$ cat config.mk
export PLATFORM = sky130hd
export DESIGN_NAME = text_screen_page_counter
export DESIGN_NICKNAME = d
export VERILOG_FILES = /design/src/rtl/core/tsp_pkg.sv /design/src/rtl/core/tsp_div.sv /design/src/rtl/core/tsp_front.sv /design/src/rtl/core/tsp_queue.sv /design/src/rtl/core/tsp_back.sv /design/src/rtl/core/text_screen_page_counter.sv
export SDC_FILE = /design/constraint.sdc
export NUM_CORES = 1
export LEC_CHECK = 0
export BUFFER_PORTS_ARGS = -buffer_cell sky130_fd_sc_hd__buf_2
export CORE_ASPECT_RATIO = 0.8
export CORE_UTILIZATION = 60
export CTS_BUF_LIST = sky130_fd_sc_hd__clkbuf_8
export DETAILED_ROUTE_END_ITERATION = 8
export HOLD_SLACK_MARGIN = 0.02
export PLACE_DENSITY_LB_ADDON = 0.08
export SKIP_LAST_GASP = 1
export SYNTH_ARGS = -nofsm -noshare
export SYNTH_HDL_FRONTEND = slang
export SYNTH_HIERARCHICAL = 1
export SYNTH_SLANG_ARGS = --single-unit
$ cat constraint.sdc
create_clock -name clock -period 20.6 [get_ports clock]
set_clock_uncertainty 0.15 [all_clocks]
set_input_delay 4.12 -clock clock [delete_from_list [all_inputs] [get_ports clock]]
set_output_delay 4.12 -clock clock [all_outputs]
set_load 0.03 [all_outputs]
$ cat src/rtl/core/tsp_pkg.sv
// Shared types and constants for the text screen page counter.
// No dependencies; used by every module under rtl/core.
package tsp_pkg;

   // Configuration register indexes
   localparam logic [1:0] CSR_DISP_WIDTH  = 2'd0;
   localparam logic [1:0] CSR_DISP_HEIGHT = 2'd1;
   localparam logic [1:0] CSR_GLYPH_SIZE  = 2'd2;
   localparam logic [1:0] CSR_AUTO_WRAP   = 2'd3;

   // Configuration reset values
   localparam logic [15:0] DISP_WIDTH_RST  = 16'd64;
   localparam logic [15:0] DISP_HEIGHT_RST = 16'd32;
   localparam logic [6:0]  GLYPH_SIZE_RST  = 7'd16;
   localparam logic [15:0] LINES_RST       = 16'd2;

   // Special byte values
   localparam logic [7:0] WIDE_LEAD_MIN = 8'hA0;
   localparam logic [7:0] CH_CR         = 8'h0D;
   localparam logic [7:0] CH_LF         = 8'h0A;

   localparam logic [15:0] COUNT_MAX = 16'hFFFF;

   // Operation codes passed from the front to the back
   localparam logic [2:0] OP_HALF = 3'd0;
   localparam logic [2:0] OP_WIDE = 3'd1;
   localparam logic [2:0] OP_CR   = 3'd2;
   localparam logic [2:0] OP_LF   = 3'd3;
   localparam logic [2:0] OP_EMIT = 3'd4;

   typedef struct packed {
      logic [2:0] op;
      logic       last;
   } entry_type;

   typedef struct packed {
      logic [15:0] disp_width;
      logic [6:0]  glyph_size;
      logic        auto_wrap;
      logic [15:0] lines_per_screen;
   } cfg_type;

endpackage

$ cat src/rtl/core/tsp_div.sv
// Lines-per-screen divider: display height / glyph size, one quotient bit per cycle.
// Depends on tsp_pkg.
module tsp_div (
   input  logic        clock,
   input  logic        reset,
   input  logic        start,
   input  logic [15:0] dividend,
   input  logic [6:0]  divisor,
   output logic        busy,
   output logic [15:0] quotient
);

   logic [15:0] q_ff, q_in;
   logic [6:0]  r_ff, r_in;
   logic [4:0]  cnt_ff, cnt_in;
   logic        busy_ff, busy_in;
   logic [15:0] res_ff, res_in;
   logic [8:0]  diff;
   logic [7:0]  shifted;

   // One restoring step
   always_comb begin
      shifted = {r_ff, q_ff[15]};
      diff    = {1'b0, shifted} - {2'b00, divisor};
      q_in    = q_ff;
      r_in    = r_ff;
      cnt_in  = cnt_ff;
      busy_in = busy_ff;
      res_in  = res_ff;
      if (start) begin
         q_in    = dividend;
         r_in    = '0;
         cnt_in  = 5'd16;
         busy_in = 1'b1;
      end else if (busy_ff) begin
         if (!diff[8]) begin
            r_in = diff[6:0];
            q_in = {q_ff[14:0], 1'b1};
         end else begin
            r_in = shifted[6:0];
            q_in = {q_ff[14:0], 1'b0};
         end
         cnt_in = cnt_ff - 5'd1;
         if (cnt_ff == 5'd1) begin
            busy_in = 1'b0;
            res_in  = (divisor == 7'd0) ? 16'd0 : q_in;
         end
      end
   end

   always_ff @(posedge clock) begin
      if (reset) begin
         busy_ff <= 1'b0;
         cnt_ff  <= '0;
         res_ff  <= tsp_pkg::LINES_RST;
      end else begin
         busy_ff <= busy_in;
         cnt_ff  <= cnt_in;
         res_ff  <= res_in;
      end
      q_ff <= q_in;
      r_ff <= r_in;
   end

   assign busy     = busy_ff;
   assign quotient = res_ff;

endmodule

$ cat src/rtl/core/tsp_front.sv
// Front end: accepts text words, tracks trail bytes, classifies into ops.
// Depends on tsp_pkg.
module tsp_front (
   input  logic                clock,
   input  logic                reset,
   input  logic                req_valid,
   output logic                req_ready,
   input  logic [7:0]          req_text_byte,
   input  logic                req_end_of_text,
   input  logic                hold,
   input  logic                enq_ready,
   output logic                enq_valid,
   output tsp_pkg::entry_type  enq_entry
);

   logic skip_ff, skip_in;
   logic accept;
   logic push;

   assign req_ready = enq_ready & ~hold;
   assign accept    = req_valid & req_ready;

   // Classify the byte
   always_comb begin
      push           = 1'b1;
      enq_entry.last = req_end_of_text;
      enq_entry.op   = tsp_pkg::OP_HALF;
      if (skip_ff) begin
         // trail byte: dropped unless it ends the text
         enq_entry.op = tsp_pkg::OP_EMIT;
         push         = req_end_of_text;
      end else if (req_text_byte == 8'd0) begin
         enq_entry.op = tsp_pkg::OP_EMIT;
      end else if (req_text_byte > tsp_pkg::WIDE_LEAD_MIN) begin
         enq_entry.op = tsp_pkg::OP_WIDE;
      end else if (req_text_byte == tsp_pkg::CH_CR) begin
         enq_entry.op = tsp_pkg::OP_CR;
      end else if (req_text_byte == tsp_pkg::CH_LF) begin
         enq_entry.op = tsp_pkg::OP_LF;
      end
   end

   assign enq_valid = accept & push;

   // Next byte is a trail after a wide lead that does not end the text
   always_comb begin
      skip_in = skip_ff;
      if (accept) begin
         skip_in = ~skip_ff & (enq_entry.op == tsp_pkg::OP_WIDE) & ~req_end_of_text;
      end
   end

   always_ff @(posedge clock) begin
      if (reset) begin
         skip_ff <= 1'b0;
      end else begin
         skip_ff <= skip_in;
      end
   end

endmodule

$ cat src/rtl/core/tsp_queue.sv
// Two-entry queue of classified ops between front and back.
// Depends on tsp_pkg.
module tsp_queue (
   input  logic                clock,
   input  logic                reset,
   input  logic                enq_valid,
   input  tsp_pkg::entry_type  enq_entry,
   output logic                enq_ready,
   output logic                deq_valid,
   output tsp_pkg::entry_type  deq_entry,
   input  logic                deq_ready
);

   tsp_pkg::entry_type ent_ff [2];
   logic       wr_ptr_ff, wr_ptr_in;
   logic       rd_ptr_ff, rd_ptr_in;
   logic [1:0] cnt_ff, cnt_in;
   logic       push, pop;

   assign enq_ready = (cnt_ff != 2'd2);
   assign deq_valid = (cnt_ff != 2'd0);
   assign deq_entry = ent_ff[rd_ptr_ff];
   assign push      = enq_valid & enq_ready;
   assign pop       = deq_valid & deq_ready;

   always_comb begin
      wr_ptr_in = push ? ~wr_ptr_ff : wr_ptr_ff;
      rd_ptr_in = pop ? ~rd_ptr_ff : rd_ptr_ff;
      cnt_in    = cnt_ff + {1'b0, push} - {1'b0, pop};
   end

   always_ff @(posedge clock) begin
      if (reset) begin
         wr_ptr_ff <= 1'b0;
         rd_ptr_ff <= 1'b0;
         cnt_ff    <= '0;
      end else begin
         wr_ptr_ff <= wr_ptr_in;
         rd_ptr_ff <= rd_ptr_in;
         cnt_ff    <= cnt_in;
      end
      if (push) begin
         ent_ff[wr_ptr_ff] <= enq_entry;
      end
   end

endmodule

$ cat src/rtl/core/tsp_back.sv
// Back end: column, line and screen tracking, and the result register.
// Depends on tsp_pkg.
module tsp_back (
   input  logic                clock,
   input  logic                reset,
   input  tsp_pkg::cfg_type    cfg,
   input  logic                deq_valid,
   input  tsp_pkg::entry_type  deq_entry,
   output logic                deq_ready,
   output logic                rsp_valid,
   input  logic                rsp_ready,
   output logic [15:0]         rsp_screen_count
);

   logic [16:0] col_ff, col_in;
   logic [15:0] line_ff, line_in;
   logic [15:0] screen_ff, screen_in;
   logic        rsp_valid_ff, rsp_valid_in;
   logic [15:0] count_ff, count_in;

   logic        emit, pop, glyph, ovf, single, adv, li_wrap;
   logic [6:0]  cw;
   logic [17:0] col_sum;
   logic [16:0] width17, wrap_col;
   logic [15:0] li_inc, screen_next, line_next;
   logic [16:0] col_next;

   assign emit      = (deq_entry.op == tsp_pkg::OP_EMIT) | deq_entry.last;
   assign deq_ready = ~emit | ~rsp_valid_ff | rsp_ready;
   assign pop       = deq_valid & deq_ready;

   // Glyph placement
   always_comb begin
      glyph   = (deq_entry.op == tsp_pkg::OP_WIDE) | (deq_entry.op == tsp_pkg::OP_HALF);
      cw      = (deq_entry.op == tsp_pkg::OP_WIDE) ? cfg.glyph_size : (cfg.glyph_size >> 1);
      width17 = {1'b0, cfg.disp_width};
      col_sum = {1'b0, col_ff} + {11'd0, cw};
      ovf     = col_sum > {2'b00, cfg.disp_width};
      single  = ~((cfg.lines_per_screen > 16'd1) | cfg.auto_wrap);
      // single-line clip leaves only what fits after the old column
      if (single) begin
         wrap_col = (width17 > col_ff) ? (width17 - col_ff) : 17'd0;
      end else begin
         wrap_col = {10'd0, cw};
      end
   end

   // Line and screen advance
   always_comb begin
      adv         = (deq_entry.op == tsp_pkg::OP_LF) | (glyph & ovf);
      li_inc      = line_ff + 16'd1;
      li_wrap     = li_inc >= cfg.lines_per_screen;
      line_next   = line_ff;
      screen_next = screen_ff;
      if (adv) begin
         line_next = li_wrap ? 16'd0 : li_inc;
         if (li_wrap && screen_ff != tsp_pkg::COUNT_MAX) begin
            screen_next = screen_ff + 16'd1;
         end
      end
   end

   always_comb begin
      case (deq_entry.op)
         tsp_pkg::OP_HALF,
         tsp_pkg::OP_WIDE: col_next = ovf ? wrap_col : col_sum[16:0];
         tsp_pkg::OP_CR,
         tsp_pkg::OP_LF:   col_next = 17'd0;
         default:          col_next = col_ff;
      endcase
   end

   // State update and result word
   always_comb begin
      col_in       = col_ff;
      line_in      = line_ff;
      screen_in    = screen_ff;
      count_in     = count_ff;
      rsp_valid_in = rsp_valid_ff & ~rsp_ready;
      if (pop) begin
         if (emit) begin
            col_in       = '0;
            line_in      = '0;
            screen_in    = '0;
            rsp_valid_in = 1'b1;
            count_in     = (screen_next == tsp_pkg::COUNT_MAX) ? tsp_pkg::COUNT_MAX
                                                              : screen_next + 16'd1;
         end else begin
            col_in    = col_next;
            line_in   = line_next;
            screen_in = screen_next;
         end
      end
   end

   always_ff @(posedge clock) begin
      if (reset) begin
         col_ff       <= '0;
         line_ff      <= '0;
         screen_ff    <= '0;
         rsp_valid_ff <= 1'b0;
      end else begin
         col_ff       <= col_in;
         line_ff      <= line_in;
         screen_ff    <= screen_in;
         rsp_valid_ff <= rsp_valid_in;
      end
      count_ff <= count_in;
   end

   assign rsp_valid        = rsp_valid_ff;
   assign rsp_screen_count = count_ff;

endmodule

$ cat src/rtl/core/text_screen_page_counter.sv
// Top level of the text screen page counter: configuration registers,
// divider, front end, queue and back end. Depends on tsp_pkg and all tsp_* modules.
//
// Counts the display screens a text fills, one text byte per word. In steady
// state one byte is accepted every cycle while the divider is idle and the op
// queue has room. The result word is registered: the op queue is written at
// the edge that accepts the byte ending the text, and the back-end result register
// when the back end takes that op, which waits while an earlier result is not taken.
// While a bit-serial divider computes lines per screen after a write of the
// display height or the glyph size, the block accepts no bytes.
module text_screen_page_counter (
   input  logic        clock,
   input  logic        reset,
   input  logic        req_valid,
   output logic        req_ready,
   input  logic [7:0]  req_text_byte,
   input  logic        req_end_of_text,
   output logic        rsp_valid,
   input  logic        rsp_ready,
   output logic [15:0] rsp_screen_count,
   input  logic        csr_we,
   input  logic [1:0]  csr_index,
   input  logic [15:0] csr_wdata
);

   logic [15:0] disp_width_ff, disp_height_ff;
   logic [6:0]  glyph_size_ff;
   logic        auto_wrap_ff;

   logic               div_start, div_busy;
   logic [15:0]        div_dividend, lines;
   tsp_pkg::cfg_type   cfg;
   logic               enq_valid, enq_ready, deq_valid, deq_ready;
   tsp_pkg::entry_type enq_entry, deq_entry;

   // Configuration registers
   always_ff @(posedge clock) begin
      if (reset) begin
         disp_width_ff  <= tsp_pkg::DISP_WIDTH_RST;
         disp_height_ff <= tsp_pkg::DISP_HEIGHT_RST;
         glyph_size_ff  <= tsp_pkg::GLYPH_SIZE_RST;
         auto_wrap_ff   <= 1'b0;
      end else if (csr_we) begin
         case (csr_index)
            tsp_pkg::CSR_DISP_WIDTH:  disp_width_ff  <= csr_wdata;
            tsp_pkg::CSR_DISP_HEIGHT: disp_height_ff <= csr_wdata;
            tsp_pkg::CSR_GLYPH_SIZE:  glyph_size_ff  <= csr_wdata[6:0];
            tsp_pkg::CSR_AUTO_WRAP:   auto_wrap_ff   <= csr_wdata[0];
            default: ;
         endcase
      end
   end

   // Recompute lines per screen on a height or glyph size write
   assign div_start    = csr_we & ((csr_index == tsp_pkg::CSR_DISP_HEIGHT) |
                                   (csr_index == tsp_pkg::CSR_GLYPH_SIZE));
   assign div_dividend = (csr_index == tsp_pkg::CSR_DISP_HEIGHT) ? csr_wdata : disp_height_ff;

   tsp_div u_div (
      .clock    (clock),
      .reset    (reset),
      .start    (div_start),
      .dividend (div_dividend),
      .divisor  (glyph_size_ff),
      .busy     (div_busy),
      .quotient (lines)
   );

   assign cfg.disp_width       = disp_width_ff;
   assign cfg.glyph_size       = glyph_size_ff;
   assign cfg.auto_wrap        = auto_wrap_ff;
   assign cfg.lines_per_screen = lines;

   tsp_front u_front (
      .clock           (clock),
      .reset           (reset),
      .req_valid       (req_valid),
      .req_ready       (req_ready),
      .req_text_byte   (req_text_byte),
      .req_end_of_text (req_end_of_text),
      .hold            (div_busy),
      .enq_ready       (enq_ready),
      .enq_valid       (enq_valid),
      .enq_entry       (enq_entry)
   );

   tsp_queue u_queue (
      .clock     (clock),
      .reset     (reset),
      .enq_valid (enq_valid),
      .enq_entry (enq_entry),
      .enq_ready (enq_ready),
      .deq_valid (deq_valid),
      .deq_entry (deq_entry),
      .deq_ready (deq_ready)
   );

   tsp_back u_back (
      .clock            (clock),
      .reset            (reset),
      .cfg              (cfg),
      .deq_valid        (deq_valid),
      .deq_entry        (deq_entry),
      .deq_ready        (deq_ready),
      .rsp_valid        (rsp_valid),
      .rsp_ready        (rsp_ready),
      .rsp_screen_count (rsp_screen_count)
   );

endmodule

==> key figures <==
Status
  – Outcome: finished, final reports clean

Placed design
  – Placed inst area: 0.0114 mm²
  – Post-place setup slack: ~13 ns
  – Routability Congestion: a little over 0.9
  – IO buf count: 49
  – Detailed placer's ending HPWL: around 20000 µm

Clocking
  – # clock sinks: around 170
  – Post-CTS Setup Inserts: 0
  – Post-CTS Hold Fix Bufs: 0
  – Worst-path clk slew: roughly 0.10 ns
  – Resized cells post-CTS: 0
  – H-tree Lvls: 4
  – Clock buffer depth: 2
  – Clk Latency, worst-skew pair: around 0.47 ns
  – CTS tree: done
  – Root buf cell: clkbuf_8
  – Cts bufs inserted: 17

Route
  – Pre-Repair DR Iteration Count: 5
  – Drt drc: 0
  – Total wire length: between 20000 and 30000 µm
  – Via Count: approximately 9000
  – DR iter-0 viols: 695
  – Final ANT Viol Nets: 0
  – Via density: 5.95
  – WL/cell: 17.5 µm

Worst hold path
  – Hold WC Path Type: reg2reg

Power and ir drop
  – Power Total: between 0.9 and 1 mW
  – Reg power frac: about 42%
  – Clock share of power: 25.0%
  – Comb pwr share: between 30 and 40%
  – Pint: ~0.58 mW
  – Pwr dens: between 70 and 80 mW/mm²
  – Leakage: approximately 4.8 nW
  – Switch Pwr: 0.350 mW
  – Net Sw Frac: 37.6%
  – Maximum VDD drop: 0.0000446 V

Final layout
  – Core Util, Final: ~65%
  – Layout cell share with drive strength beyond 1: ~16%
  – Number of diodes: 0
  – Area grow syn2layout: 6.13%
  – Final Cell Area: between 0.01 and 0.015 mm²
  – # nets final: roughly 1400

Floorplan
  – Die area: roughly 0.019 mm²
  – FP Rows: 44
  – Die Ht: approximately 120 µm
  – Initial Util: ~61%
  – Boundary pin count: 50
  – Die width: between 150 and 200 µm
  – Core Region: between 0.015 and 0.02 mm²

Logic synthesis
  – Yosys warns: 6
  – FF+latch count, synth: 165
  – Library cells used by synthesis: 100
  – Syn avg cell area: 9.08 µm²
  – Cell area after synthesis: approximately 0.011 mm²
  – Ys async rst share: 0%
  – Area contributors post-synth: dfxtp_1 22%, edfxtp_1 11%, ha_1 8.2%, mux2_2 4.1%, mux2i_1 4.0%
  – Post-synth EDFFs: 40
  – Syn Inst Count: around 1200
  – Yosys top cell by area: dfxtp_1
  – Share of Yosys cell area claimed by the top area cell type: around 22%
  – Syn_nets: 1336
  – Ys flop type: dfxtp_1
  – Register area share after synthesis: 33.2%

GRT
  – Number of global-route vias before repair: ~8000
  – GR Overflow Total: 0
  – Total track usage: about 28%
  – Largest net degree at the start of global routing: 86
  – First-pass GRT wire length: around 42000 µm
  – Initial antenna violation count: 0

Worst setup path
  – Arrival time worst endpoint: between 7 and 8 ns
  – Critical path's slowest cell: a2111oi_0
  – Worst EP required: just over 20 ns
  – Crit end category: flip-flop
  – Worst setup SP type: flip-flop
  – CP max FO: 16
  – WS Path Type: reg2reg
  – CP dominant cell by count: ha_1
  – CP peak stage delay: between 0.7 and 0.8 ns

Timing
  – Worst-margin pin slew: 1.09 ns
  – F_max: 0.131 GHz
  – Crit path time final: 7.63 ns
  – Crit share post-route: around 37%
  – Final Max Slew Viols: 0
  – Final worst slack: approximately 13 ns
  – Relative slew slack: 27.6%
  – RSZ-0062 raised after global routing: false
  – Setup violations, final: 0
  – Fin. Hold Viols: 0
  – Setup TNS: 0 ns

Flow run
  – # Max-Cap Violations: 0
## cell usage after synthesis (9+ instances only)
cell type  number
ha_1           73
a22oi_2        10
xnor2_1        41
a21oi_1        80
nand2_1        72
mux2_2         41
edfxtp_1       40
inv_1          77
dfxtp_1       125
o21ai_0        39
nor3_1         23
nand2b_1       64
nor2_1        100
a21o_1         18
a22oi_1        12
clkbuf_1       26
nand3_1        29
buf_2          13
nor2b_1        17
and3_1         25
xor2_1         29
mux2i_1        45
nand4_1        14
nand3b_1       14
a211oi_1        9
a31oi_1        13
## layout by cell type, fill, tap and decap left out, types with 17 or more instances in the layout
cell type / n
dfxtp_1: 125
nor2_1: 100
a21oi_1: 80
inv_1: 78
ha_1: 73
nand2_1: 72
nand2b_1: 64
buf_2: 48
mux2i_1: 45
mux2_2: 41
xnor2_1: 41
edfxtp_1: 40
o21ai_0: 39
nand3_1: 29
xor2_1: 29
and3_1: 25
nor3_1: 23
a21o_1: 18
clkbuf_8: 17
nor2b_1: 17
## critical path, delay by kind of cell, from the launching register on
family | cells | cell delay (ns)
AOI/OAI and AO/OA | 8 | 2.45
xor gates and xnor gates | 2 | 0.40
adders and majority gates | 4 | 1.15
buffers and inverters | 3 | 0.35
DFF | 1 | 0.41
muxes | 2 | 0.64
and+or+nand+nor | 8 | 1.93
## sequential cells by signal (all words and copies together), names as in the netlist, 8 cells and up, named ones only
signal / count
u_back/screen_ff: 16
u_div/q_ff: 16
disp_height_ff: 16
u_back/rsp_screen_count: 16
u_back/line_ff: 16
u_div/quotient: 16
disp_width_ff: 16
u_queue/ent_ff: 8
u_back/col_ff: 17
## through the flow
stage          cells  hold slack (ns)
6_report        1492            0.323
5_1_grt         1492            0.347
4_1_cts         1492            0.325
3_5_place_dp    1460            0.301
3_3_place_gp    1460            0.293
2_1_floorplan   1228            0.281
## layout make-up
| type | count | area, µm² |
|---|---|---|
| clock buffer | 17 | 234 |
| clock inverter | 15 | 148 |
| fill | 1600 | 6340 |
| inverter | 77 | 289 |
| multi-input combinational | 930 | 6850 |
| sequential | 165 | 3700 |
| tap | 230 | 288 |
| timing repair buffer | 58 | 315 |
## cell families (layout without fill, tap and decap cells)
kind of cell | count (synthesis) | count (layout) | synth area share (%)
AND/OR/NAND/NOR | 436 | 436 | 21.8
AO/OA/AOI/OAI | 258 | 258 | 16.7
flip-flops | 165 | 165 | 33.2
buffers and inverters | 133 | 167 | 5.30
multiplexers | 89 | 89 | 8.56
adder cells (fa/ha/maj) | 76 | 76 | 8.73
XOR/XNOR | 71 | 71 | 5.65
## layer usage
| metal | track usage [%] | part of all wire (%) | vias up |
|---|---|---|---|
| met2 | 41.6 | 42 | 233 |
| li1 | - | - | 4434 |
| met1 | 42.6 | 52 | 4197 |
| met3 | 5.25 | 5.6 | 14 |
| met5 | 0 | 0 | - |
| met4 | 5.38 | 0.74 | 0 |
## power groups by stage
stage | registers, mW | clock network (mW) | logic (mW)
2_1_floorplan | 0.407 | 0 | 0.222
3_3_place_gp | 0.394 | 0 | 0.304
3_5_place_dp | 0.394 | 0 | 0.307
4_1_cts | 0.387 | 0.239 | 0.309
5_1_grt | 0.391 | 0.252 | 0.340
6_report | 0.387 | 0.233 | 0.312
## worst paths after layout
check                                             end  cells after the start                           start  slack, ns
min reg2reg            disp_height_ff[5]$_SDFFE_PP1P_                      1  disp_height_ff[5]$_SDFFE_PP1P_       0.32
max          u_back/rsp_screen_count[8]$_SDFFCE_PN1P_                     27                       flip-flop      12.97
max reg2reg  u_back/rsp_screen_count[8]$_SDFFCE_PN1P_                     27                       flip-flop      12.97
min                    disp_height_ff[5]$_SDFFE_PP1P_                      1  disp_height_ff[5]$_SDFFE_PP1P_       0.32
Power figures use the tool's default switching activity.
